### src/design/rhp_pkg.sv
package rhp_pkg;

    localparam logic [1:0]  RTP_VERSION = 2'd2;
    localparam logic [18:0] FIXED_HDR   = 19'd12;
    localparam logic [18:0] WORD_BYTES  = 19'd4;
    localparam logic [7:0]  MIN_PAD     = 8'd1;

    // Header state as it stands once the current byte has been taken in.
    typedef struct packed {
        logic [7:0]  first_byte;
        logic [7:0]  second_byte;
        logic [15:0] sequence_num;
        logic [31:0] timestamp;
        logic [31:0] ssrc;
        logic [15:0] ext_words;
        logic [16:0] pkt_size;
        logic [7:0]  last_data;
    } hdr_t;

    typedef struct packed {
        logic        parse_ok;
        logic [15:0] payload_offset;
        logic [15:0] payload_size;
    } res_t;

endpackage

### src/design/rtp_header_parser.sv
// Channel  Handshake           Payload
// input    in_valid/in_ready   data_byte, last_byte
// output   out_valid/out_ready parse_ok, payload_offset, payload_size, marker, payload_type,
//                              sequence_res, timestamp, ssrc, csrc_count, has_extension,
//                              has_padding
//
// One byte is accepted per cycle while no last byte is held back; a result appears
// when the last byte moves from the input register into the result register.
// Reset is asynchronous and clears the byte counter and the captured header.
// A waiting result stalls only the last byte of the next packet; other bytes keep
// flowing because they produce no result.
module rtp_header_parser (
    input  logic        clk,
    input  logic        rst_n,
    input  logic        in_valid,
    output logic        in_ready,
    input  logic [7:0]  data_byte,
    input  logic        last_byte,
    output logic        out_valid,
    input  logic        out_ready,
    output logic        parse_ok,
    output logic [15:0] payload_offset,
    output logic [15:0] payload_size,
    output logic        marker,
    output logic [6:0]  payload_type,
    output logic [15:0] sequence_res,
    output logic [31:0] timestamp,
    output logic [31:0] ssrc,
    output logic [3:0]  csrc_count,
    output logic        has_extension,
    output logic        has_padding
);

    logic          st_valid;
    logic [7:0]    st_data;
    logic          st_last;
    logic          advance;
    rhp_pkg::hdr_t hdr;
    rhp_pkg::res_t res;

    logic          out_valid_reg;
    logic          out_valid_next;
    rhp_pkg::res_t res_reg;
    rhp_pkg::hdr_t hdr_reg;

    assign advance = st_valid && (!st_last || !out_valid_reg || out_ready);

    rhp_in_stage u_in_stage (
        .clk       (clk),
        .rst_n     (rst_n),
        .in_valid  (in_valid),
        .in_ready  (in_ready),
        .data_byte (data_byte),
        .last_byte (last_byte),
        .advance   (advance),
        .st_valid  (st_valid),
        .st_data   (st_data),
        .st_last   (st_last)
    );

    rhp_capture u_capture (
        .clk     (clk),
        .rst_n   (rst_n),
        .advance (advance),
        .st_data (st_data),
        .st_last (st_last),
        .hdr     (hdr)
    );

    rhp_check u_check (
        .hdr (hdr),
        .res (res)
    );

    assign out_valid_next = (advance && st_last) ? 1'b1
                          : (out_ready ? 1'b0 : out_valid_reg);

    always_ff @(posedge clk or negedge rst_n)
    begin
        if (!rst_n)
        begin
            out_valid_reg <= 1'b0;
        end
        else
        begin
            out_valid_reg <= out_valid_next;
        end
    end

    always_ff @(posedge clk)
    begin
        if (advance && st_last)
        begin
            res_reg <= res;
            hdr_reg <= hdr;
        end
    end

    assign out_valid      = out_valid_reg;
    assign parse_ok       = res_reg.parse_ok;
    assign payload_offset = res_reg.payload_offset;
    assign payload_size   = res_reg.payload_size;
    assign marker         = hdr_reg.second_byte[7];
    assign payload_type   = hdr_reg.second_byte[6:0];
    assign sequence_res   = hdr_reg.sequence_num;
    assign timestamp      = hdr_reg.timestamp;
    assign ssrc           = hdr_reg.ssrc;
    assign csrc_count     = hdr_reg.first_byte[3:0];
    assign has_extension  = hdr_reg.first_byte[4];
    assign has_padding    = hdr_reg.first_byte[5];

endmodule

### src/design/rhp_in_stage.sv
module rhp_in_stage (
    input  logic       clk,
    input  logic       rst_n,
    input  logic       in_valid,
    output logic       in_ready,
    input  logic [7:0] data_byte,
    input  logic       last_byte,
    input  logic       advance,
    output logic       st_valid,
    output logic [7:0] st_data,
    output logic       st_last
);

    logic       valid_reg;
    logic       valid_next;
    logic [7:0] data_reg;
    logic       last_reg;

    // The stage refills in the same cycle that its item moves on.
    assign in_ready   = !valid_reg || advance;
    assign valid_next = (in_valid && in_ready) ? 1'b1 : (advance ? 1'b0 : valid_reg);

    always_ff @(posedge clk or negedge rst_n)
    begin
        if (!rst_n)
        begin
            valid_reg <= 1'b0;
        end
        else
        begin
            valid_reg <= valid_next;
        end
    end

    always_ff @(posedge clk)
    begin
        if (in_valid && in_ready)
        begin
            data_reg <= data_byte;
            last_reg <= last_byte;
        end
    end

    assign st_valid = valid_reg;
    assign st_data  = data_reg;
    assign st_last  = last_reg;

endmodule

### src/design/rhp_capture.sv
module rhp_capture (
    input  logic         clk,
    input  logic         rst_n,
    input  logic         advance,
    input  logic [7:0]   st_data,
    input  logic         st_last,
    output rhp_pkg::hdr_t hdr
);

    logic [15:0] byte_count_reg;
    logic [15:0] byte_count_next;
    logic        oversize_reg;
    logic        oversize_next;
    logic [7:0]  first_reg;
    logic [7:0]  first_next;
    logic [7:0]  second_reg;
    logic [7:0]  second_next;
    logic [15:0] seq_reg;
    logic [15:0] seq_next;
    logic [31:0] ts_reg;
    logic [31:0] ts_next;
    logic [31:0] ssrc_reg;
    logic [31:0] ssrc_next;
    logic [15:0] ext_reg;
    logic [15:0] ext_next;
    logic [15:0] ext_pos;

    // The extension length sits two bytes into the extension header.
    assign ext_pos = 16'd14 + {10'd0, first_reg[3:0], 2'b00};

    always_comb
    begin
        byte_count_next = byte_count_reg;
        oversize_next   = oversize_reg;
        first_next      = first_reg;
        second_next     = second_reg;
        seq_next        = seq_reg;
        ts_next         = ts_reg;
        ssrc_next       = ssrc_reg;
        ext_next        = ext_reg;
        if (!oversize_reg)
        begin
            if (byte_count_reg == 16'd0)
            begin
                first_next = st_data;
            end
            else if (byte_count_reg == 16'd1)
            begin
                second_next = st_data;
            end
            else if (byte_count_reg < 16'd4)
            begin
                seq_next = {seq_reg[7:0], st_data};
            end
            else if (byte_count_reg < 16'd8)
            begin
                ts_next = {ts_reg[23:0], st_data};
            end
            else if (byte_count_reg < 16'd12)
            begin
                ssrc_next = {ssrc_reg[23:0], st_data};
            end
            else if (byte_count_reg == ext_pos || byte_count_reg == ext_pos + 16'd1)
            begin
                ext_next = {ext_reg[7:0], st_data};
            end
            if (byte_count_reg == 16'hFFFF)
            begin
                oversize_next = 1'b1;
            end
            else
            begin
                byte_count_next = byte_count_reg + 16'd1;
            end
        end
    end

    // The counter saturates, so count plus one also covers the oversize case.
    assign hdr.first_byte   = first_next;
    assign hdr.second_byte  = second_next;
    assign hdr.sequence_num = seq_next;
    assign hdr.timestamp    = ts_next;
    assign hdr.ssrc         = ssrc_next;
    assign hdr.ext_words    = ext_next;
    assign hdr.pkt_size     = {1'b0, byte_count_reg} + 17'd1;
    assign hdr.last_data    = st_data;

    always_ff @(posedge clk or negedge rst_n)
    begin
        if (!rst_n)
        begin
            byte_count_reg <= '0;
            oversize_reg   <= 1'b0;
            first_reg      <= '0;
            second_reg     <= '0;
            seq_reg        <= '0;
            ts_reg         <= '0;
            ssrc_reg       <= '0;
            ext_reg        <= '0;
        end
        else if (advance)
        begin
            if (st_last)
            begin
                byte_count_reg <= '0;
                oversize_reg   <= 1'b0;
                first_reg      <= '0;
                second_reg     <= '0;
                seq_reg        <= '0;
                ts_reg         <= '0;
                ssrc_reg       <= '0;
                ext_reg        <= '0;
            end
            else
            begin
                byte_count_reg <= byte_count_next;
                oversize_reg   <= oversize_next;
                first_reg      <= first_next;
                second_reg     <= second_next;
                seq_reg        <= seq_next;
                ts_reg         <= ts_next;
                ssrc_reg       <= ssrc_next;
                ext_reg        <= ext_next;
            end
        end
    end

endmodule

### src/design/rhp_check.sv
module rhp_check (
    input  rhp_pkg::hdr_t hdr,
    output rhp_pkg::res_t res
);

    logic [18:0] size_w;
    logic [18:0] need_csrc;
    logic [18:0] need_ext;
    logic [18:0] need_tot;
    logic [7:0]  pad;
    logic [18:0] pad_w;
    logic [18:0] psize_w;
    logic        has_pad;
    logic        ok;

    assign size_w    = {2'b00, hdr.pkt_size};
    assign need_csrc = rhp_pkg::FIXED_HDR + {13'd0, hdr.first_byte[3:0], 2'b00};
    assign need_ext  = rhp_pkg::WORD_BYTES + {1'b0, hdr.ext_words, 2'b00};
    assign need_tot  = need_csrc + (hdr.first_byte[4] ? need_ext : 19'd0);
    assign has_pad   = hdr.first_byte[5];

    // A padding count of zero is treated as one byte.
    assign pad     = (hdr.last_data < rhp_pkg::MIN_PAD) ? rhp_pkg::MIN_PAD : hdr.last_data;
    assign pad_w   = has_pad ? {11'd0, pad} : 19'd0;
    assign psize_w = size_w - need_tot - pad_w;

    assign ok = !hdr.pkt_size[16]
             && (hdr.first_byte[7:6] == rhp_pkg::RTP_VERSION)
             && (size_w >= need_tot)
             && (size_w >= need_tot + pad_w);

    assign res.parse_ok       = ok;
    assign res.payload_size   = ok ? psize_w[15:0] : 16'd0;
    assign res.payload_offset = (ok && (psize_w[15:0] != 16'd0)) ? need_tot[15:0] : 16'd0;

endmodule

### config.mk
export PLATFORM = sky130hd
export DESIGN_NAME = rtp_header_parser
export DESIGN_NICKNAME = d
export VERILOG_FILES = /design/src/design/rhp_pkg.sv /design/src/design/rtp_header_parser.sv /design/src/design/rhp_in_stage.sv /design/src/design/rhp_capture.sv /design/src/design/rhp_check.sv
export SDC_FILE = /design/constraint.sdc
export NUM_CORES = 1
export LEC_CHECK = 0
export ABC_AREA = 1
export BUFFER_PORTS_ARGS = -buffer_cell sky130_fd_sc_hd__buf_4
export CAP_MARGIN = 10
export CORE_ASPECT_RATIO = 0.5
export CORE_MARGIN = 3
export CORE_UTILIZATION = 25
export CTS_BUF_LIST = sky130_fd_sc_hd__clkbuf_8
export DETAILED_ROUTE_END_ITERATION = 8
export GPL_TIMING_DRIVEN = 0
export PLACE_DENSITY = 0.41
export SLEW_MARGIN = 20
export SYNTH_ARGS = -nofsm -noshare
export SYNTH_HDL_FRONTEND = slang
export SYNTH_SLANG_ARGS = --single-unit
### constraint.sdc
create_clock -name clk -period 8.7 [get_ports clk]
set_input_delay 0 -clock clk [delete_from_list [all_inputs] [get_ports clk]]
set_output_delay 0 -clock clk [all_outputs]
set_load 0.05 [all_outputs]
; After elaboration in Yosys (flattened, before gate mapping)
; Index checks and enable logic that the tools add are counted.
[totals]
regBits = 267
latch_bits = 0
ramBits = 0
romBits = 0
inputBits = 13
word_cells = 109
memories = 0
[op_classes]
addsub = 10
mul = 0
n_div = 0
magnitude_cmp = 6
n_eq_ne = 7
shifts = 0
muxes = 46
n_bitwise = 0
n_reduce_logical = 20
[op_table]
columns = operator, n
row1 = 32-bit 2-to-1 mux, 13
row2 = 16-bit 2-to-1 mux, 16
row3 = 8-bit 2-to-1 mux, 9
row4 = 17-bit by 19-bit greater-or-equal comparator with 1-bit output, 2
row5 = "16-bit by 1-bit adder with 16-bit output, second input constant", 2
row6 = 16-bit equality test, 2
row7 = "16-bit by 4-bit less-than comparator with 1-bit output, second input constant", 2
row8 = 16-bit subtractor, 2
row9 = 19-bit by 8-bit adder with 19-bit output, 1
row10 = "3-bit by 18-bit adder with 19-bit output, first input constant", 1
row11 = 7-bit by 19-bit adder with 19-bit output, 1
row12 = 19-bit 2-to-1 mux, 1
row13 = "16-bit by 1-bit adder with 17-bit output, second input constant", 1
row14 = "16-bit by 1-bit equality test with 1-bit output, second input constant", 1
row15 = "16-bit equality test, second input constant", 1
row16 = 16-bit zero test, 1
row17 = "16-bit by 3-bit less-than comparator with 1-bit output, second input constant", 1
row18 = 16-bit nonzero test, 1
row19 = "4-bit by 6-bit adder with 7-bit output, first input constant", 2
row20 = "8-bit by 1-bit less-than comparator with 1-bit output, second input constant", 1
row21 = 1-bit logical AND, 7
row22 = 1-bit 2-to-1 mux, 7
row23 = 1-bit zero test, 4
row24 = 1-bit logical OR, 4
row25 = 4 further kinds, 6

; Depth between registers and ports, before layout
[logic_depth]
ltp_word = 18
depth_mapped = 49
mapped_depth_nobuf = 47

; By module
; A second synthesis with hierarchy kept.
[hier_totals]
hier_cells = 1788
area_unflattened_um2 = 15393.5
[modules_own_cells]
columns = mod, n_inst, cells_each, area_each_um2, seq_area_each_um2
row1 = rhp_capture, 1, 1000, 7367.1, 3228.1
row2 = rtp_header_parser, 1, 138, 3878.7, 3838.7
row3 = rhp_check, 1, 635, 3832.4, 0.0
row4 = rhp_in_stage, 1, 15, 315.3, 295.3

; Worst setup path before layout
; No wires, ideal clock.
[synth_timing]
kind = register -> register
start = reg u_capture.first_reg[0]
end = reg res_reg, in the netlist payload_offset[4], data pin
setup_ns = 0.137
arrival_ns = 6.503
setup_slack_ns = 2.061
stages_incl_launch_ff = 49
synth_period_minus_slack_ns = 6.639
cell_sequence = dfrtp_1 > inv_1 > ha_1 > inv_1 > nand2_1 > nand2_1 > nand2_1 > nor2_2 > nand3_2 > nor2_4 > nand2_4 > buf_8 > nand2_2 > nand2_2 > inv_1 > ha_1 > inv_1 > nor2_2 > [13 not listed] > nand3_1 > nor2_1 > nand2_1 > nor2_1 > xor2_1 > ha_1 > nand2_1 > nor2_1 > nand4_1 > nor4_1 > a211o_1 > a21oi_1 > a211oi_1 > nand3_2 > nor2_4 > nand3_4 > buf_8 > nor2_2
[synth_between]
elab_chain_cells = 18
elab_cells_between_ends = 27
cone_classes = add/sub (8) / order compare (2) / eq/ne (2) / mux (10) / reduce/logical (5)
[synth_rtl]
columns = element, line_no
row1 = start: declaration, rhp_capture.sv:14  ; logic [7:0] first_reg;
row2 = start signal: assignment, rhp_capture.sv:118  ; first_reg <= first_next;
row3 = 4-bit by 6-bit adder with 7-bit output, rhp_capture.sv:29  ; assign ext_pos = 16'd14 + {10'd0, first_reg[3:0], 2'b00};
row4 = 16-bit by 1-bit adder with 16-bit output, rhp_capture.sv:63  ; else if (byte_count_reg == ext_pos || byte_count_reg == ext_pos + 16'd1)
row5 = 16-bit equality test, rhp_capture.sv:63
row6 = 1-bit logical OR, rhp_capture.sv:63
row7 = 16-bit 2-to-1 mux, rhp_capture.sv:63
row8 = 16-bit 2-to-1 mux, rhp_capture.sv:59  ; else if (byte_count_reg < 16'd12)
row9 = 16-bit 2-to-1 mux, rhp_capture.sv:55  ; else if (byte_count_reg < 16'd8)
row10 = 16-bit 2-to-1 mux, rhp_capture.sv:51  ; else if (byte_count_reg < 16'd4)
row11 = [2 not listed], --
row12 = 16-bit 2-to-1 mux, rhp_capture.sv:41  ; if (!oversize_reg)
row13 = 3-bit by 18-bit adder with 19-bit output, rhp_check.sv:18  ; assign need_ext = rhp_pkg::WORD_BYTES + {1'b0, hdr.ext_words, 2'b00};
row14 = 19-bit 2-to-1 mux, rhp_check.sv:19  ; assign need_tot = need_csrc + (hdr.first_byte[4] ? need_ext : 19'd0);
row15 = 7-bit by 19-bit adder with 19-bit output (*), rhp_check.sv:19
row16 = net u_check.need_tot[5], rhp_check.sv:9  ; logic [18:0] need_tot;
row17 = "16-bit subtractor, or another cell as far along (2 in series)", rhp_check.sv:25  ; assign psize_w = size_w - need_tot - pad_w;
row18 = 16-bit nonzero test or 1-bit logical AND (tied branches), "rhp_check.sv:34, rhp_check.sv:30"
row19 = 1-bit logical AND (*), rhp_check.sv:34  ; assign res.payload_offset = (ok && (psize_w[15:0] != 16'd0)) ? need_tot[15:0] : 16'd0;
row20 = end signal: assignment, rtp_header_parser.sv:94  ; res_reg <= res;
row21 = end: declaration, rtp_header_parser.sv:43  ; rhp_pkg::res_t res_reg;
; The timed path passes the listed nets; every way through them passes the cells marked *.
; A chain may end at the register's enable or synchronous reset.

; Worst setup path after layout
[layout_timing]
start = reg u_capture.first_reg[0]
end = reg res_reg, in the netlist payload_size[10], data pin
[layout_between]
elab_chain_cells = 17
elab_cells_between_ends = 25
cone_classes = add/sub (8) / order compare (2) / eq/ne (2) / mux (10) / reduce/logical (3)
[layout_rtl]
columns = element, line_no
row1 = 4-bit by 6-bit adder with 7-bit output, rhp_capture.sv:29
row2 = 16-bit by 1-bit adder with 16-bit output, rhp_capture.sv:63
row3 = 16-bit equality test, rhp_capture.sv:63
row4 = 1-bit logical OR, rhp_capture.sv:63
row5 = 16-bit 2-to-1 mux, rhp_capture.sv:63
row6 = 16-bit 2-to-1 mux, rhp_capture.sv:59
row7 = 16-bit 2-to-1 mux, rhp_capture.sv:55
row8 = 16-bit 2-to-1 mux, rhp_capture.sv:51
row9 = [2 not listed], --
row10 = 16-bit 2-to-1 mux, rhp_capture.sv:41
row11 = 3-bit by 18-bit adder with 19-bit output, rhp_check.sv:18
row12 = 19-bit 2-to-1 mux, rhp_check.sv:19
row13 = 7-bit by 19-bit adder with 19-bit output (*), rhp_check.sv:19
row14 = net u_check.need_tot[5], rhp_check.sv:9
row15 = 19-bit by 8-bit adder with 19-bit output or 17-bit by 19-bit greater-or-equal comparator with 1-bit output (tied branches), "rhp_check.sv:30, rhp_check.sv:29"
row16 = 17-bit by 19-bit greater-or-equal comparator with 1-bit output or 1-bit logical AND (tied branches), "rhp_check.sv:30, rhp_check.sv:29"
row17 = 1-bit logical AND, rhp_check.sv:30  ; && (size_w >= need_tot + pad_w);
; Marked as above.

==> summary.txt <==
Outcome
  • Status: finished clean

Synth
  • Post-Synthesis Cells: 1686
  • Avg Cell Area, Syn: 8.821 um2
  • Seq/Total Area, Yosys: 49.10%
  • Synth warn: 0
  • Area share of the largest cell type after synthesis: 27.05%
  • Async S/R FF share, synth: 49.43%
  • FF+latch count, synth: 265
  • Synth area leader: edfxtp_1
  • Synth unique cells: 51
  • Most area-consuming cells after synthesis: edfxtp_1, dfrtp_1, inv_1, nand2_1, ha_1
  • Top FF cell, synth: edfxtp_1
  • Post-Syn Area: 14870 um2
  • Post-synth EDFFs: 134

Final layout
  • Area Overhead vs Synth: 21.38%
  • Net count reported at finish: 1990
  • Non-filler cells, final: 2697
  • Share of cells above drive strength 1: 16.80%
  • ANT cells: 0
  • Fillcell total: 6116
  • Util after Layout: 31.07%

Die
  • Row Count: 62
  • Starting density of the core: 25.60%
  • I/O pin count: 142
  • Core area: 58100 um2
  • Die area: 62630 um2
  • Floorplan die height: 178.5 um
  • Chip width: 350.9 um

Routing
  • Avg Vias per Cell: 4.335
  • DR WL/cell: 16.55 um
  • DRT iter0 DRCs: 775
  • Vias: 11.69k
  • Routed Antenna Nets: 0
  • DRT Pass-1 Iters: 5
  • Routed wire length: 44650 um
  • # DRC: 0

Setup path
  • Critical path arrival: 8.32 ns
  • Critical path class: reg2reg
  • Worst-path maximum fanout: 10
  • Setup crit end kind: flop
  • CP peak stage delay: 0.47 ns
  • Most Frequent Cell on Critical Path: inv_1
  • Required @ worst endpoint: 9.13 ns
  • Critical-path top delay cell: fa_1
  • Worst Setup Start Kind: flop

CTS
  • Clock Path Buffers: 3
  • Worst skew pair latency: 0.60 ns
  • CTS Sinks: 265
  • Root Driver: clkbuf_8
  • TritonCTS Buffers: 45
  • Reg clk slew, reported paths: 0.07 ns
  • CTS tree: built
  • H-tree Lvls: 2

Timing
  • Fmax: 126.7 MHz
  • Setup WS post-layout: 0.8100 ns
  • Endpoints failing setup: 0
  • Max-slew headroom: 42.45%
  • Worst-margin pin slew: 0.8593 ns
  • Clock skew: 0.03281 ns
  • Post-Route Setup TNS: 0 ns
  • Unrepaired setup endpoints after global routing: no
  • Tmin final: 7.890 ns
  • Hold Violations, Final: 0
  • Final period util: 90.69%
  • Max-slew violation count: 0

Global routing
  • GR Overflow Total: 0
  • Initial antenna violation count: 0
  • Total global-route track usage: 14.30%
  • Largest net degree at the start of global routing: 80
  • Global-route wire length before repair: 69520 um
  • Vias in the first global route: 11.94k

Worst hold path
  • HP Class: in2reg

Run
  • Max cap viols: 0

Placement
  • Buffers on Ports: 139
  • Dpl cells: 2596
  • Detailed Place HPWL: 33510 um
  • Place WS: 0.2191 ns
  • Gpl congestion: 0.8218

Power
  • Maximum VDD drop: 0.0001447 V
  • P per Cell Area: 256.5 nW/um2
  • Lkg Pwr: 8.690 nW
through the flow:
stage / instance area (um2) / total power [mW] / hold WS, ns
3_3_place_gp: 16880 / 3.539 / 0.1878
4_1_cts: 18030 / 4.711 / 0.08307
2_1_floorplan: 14880 / 2.982 / -0.2956
5_1_grt: 18050 / 5.042 / 0.1006
3_5_place_dp: 16960 / 3.536 / -0.03386
6_report: 18050 / 4.630 / 0.1503
power breakdown:
group          internal [mW]  leakage (nW)  switching (mW)
Combinational          0.666          5.06            1.34
Sequential              1.45          3.10          0.0503
Clock                  0.577         0.532           0.552
final timing paths:
| kind | start | to | slack (ns) | cells after the start |
|---|---|---|---|---|
| max in group asynchronous | rst_n | u_capture.ts_reg[25]$_DFFE_PN0P_ | 7.73 | 4 |
| min in group asynchronous | rst_n | u_capture.ssrc_reg[31]$_DFFE_PN0P_ | 0.54 | 4 |
| worst max-delay path | u_capture.first_reg[0]$_DFFE_PN0P_ | payload_size[10]$_SDFFCE_PN0P_ | 0.81 | 48 |
| worst min-delay path | data_byte[6] | u_in_stage.st_data[6]$_DFFE_PP_ | 0.15 | 2 |
| worst max register to register | u_capture.first_reg[0]$_DFFE_PN0P_ | payload_size[10]$_SDFFCE_PN0P_ | 0.81 | 48 |
| worst min register to register | u_capture.ssrc_reg[24]$_DFFE_PN0P_ | u_capture.ssrc_reg[24]$_DFFE_PN0P_ | 0.49 | 2 |
routing by layer:
| layer | part of all wire [%] | vias up | global-route usage, % |
|---|---|---|---|
| met5 | 0 | - | 0 |
| met4 | 1.6 | 0 | 2.908 |
| met3 | 4.0 | 50 | 2.760 |
| met2 | 45 | 169 | 23.17 |
| met1 | 49 | 5558 | 19.86 |
| li1 | - | 5914 | - |
cell usage in the layout, fill, tap and decap left out, types with 60 or more instances in the layout:
cell type  instances
inv_1            356
nand2_1          302
buf_4            144
o21ai_0          140
edfxtp_1         134
dfrtp_1          131
o22ai_1          107
nor2_1            87
ha_1              76
nand3_1           60
logic make-up (layout without fill, tap and decap cells):
kind of cell    Yosys count  in the layout  share of synthesized area [%]
buf+inv                 405            647                          10.62
other cells               1              2                        0.02521
compound gates          315            315                          11.85
simple gates            581            581                          18.80
fa+ha+maj                85             85                          7.605
flops                   265            265                          49.10
xor+xnor                 34             34                          2.002
synth_stat cells, types with 13 or more instances:
| cell type | number |
|---|---|
| inv_1 | 337 |
| nand2_2 | 19 |
| edfxtp_1 | 134 |
| nand4_1 | 23 |
| dfrtp_1 | 131 |
| clkbuf_1 | 43 |
| o21ai_0 | 142 |
| a21oi_1 | 41 |
| inv_2 | 13 |
| o22ai_1 | 107 |
| nand2_1 | 302 |
| xor2_1 | 29 |
| nand3_1 | 60 |
| ha_1 | 76 |
| nor2_2 | 34 |
| nor2_1 | 87 |
final cells by class:
class,instances,area [um2],area share (%)
Timing Repair Buffer,159,1299,7.194
Multi-Input combinational cell,1017,6015,33.32
Clock inverter,29,136.4,0.7555
Tap cell,768,960.9,5.323
Clock buffer,55,757.0,4.193
Buffer,51,249.0,1.379
Sequential cell,265,7302,40.45
Inverter,353,1334,7.388
critical path: cells and delay by family (launching register included):
| family | cells | cell delay [ns] |
|---|---|---|
| fa+ha+maj | 6 | 2.00 |
| compound gates | 6 | 0.94 |
| simple gates | 25 | 2.99 |
| buf+inv | 9 | 0.96 |
| xor+xnor | 2 | 0.34 |
| flops | 1 | 0.46 |
timing repair:
action                                 4_1_cts  5_1_grt
setup buffers                                0        2
gates resized for setup                      0        4
setup endpoints to repair                    0       31
hold buffers                                16        0
endpoints found under the hold margin      151        0
No activity file was read; power rests on OpenSTA's default activity.
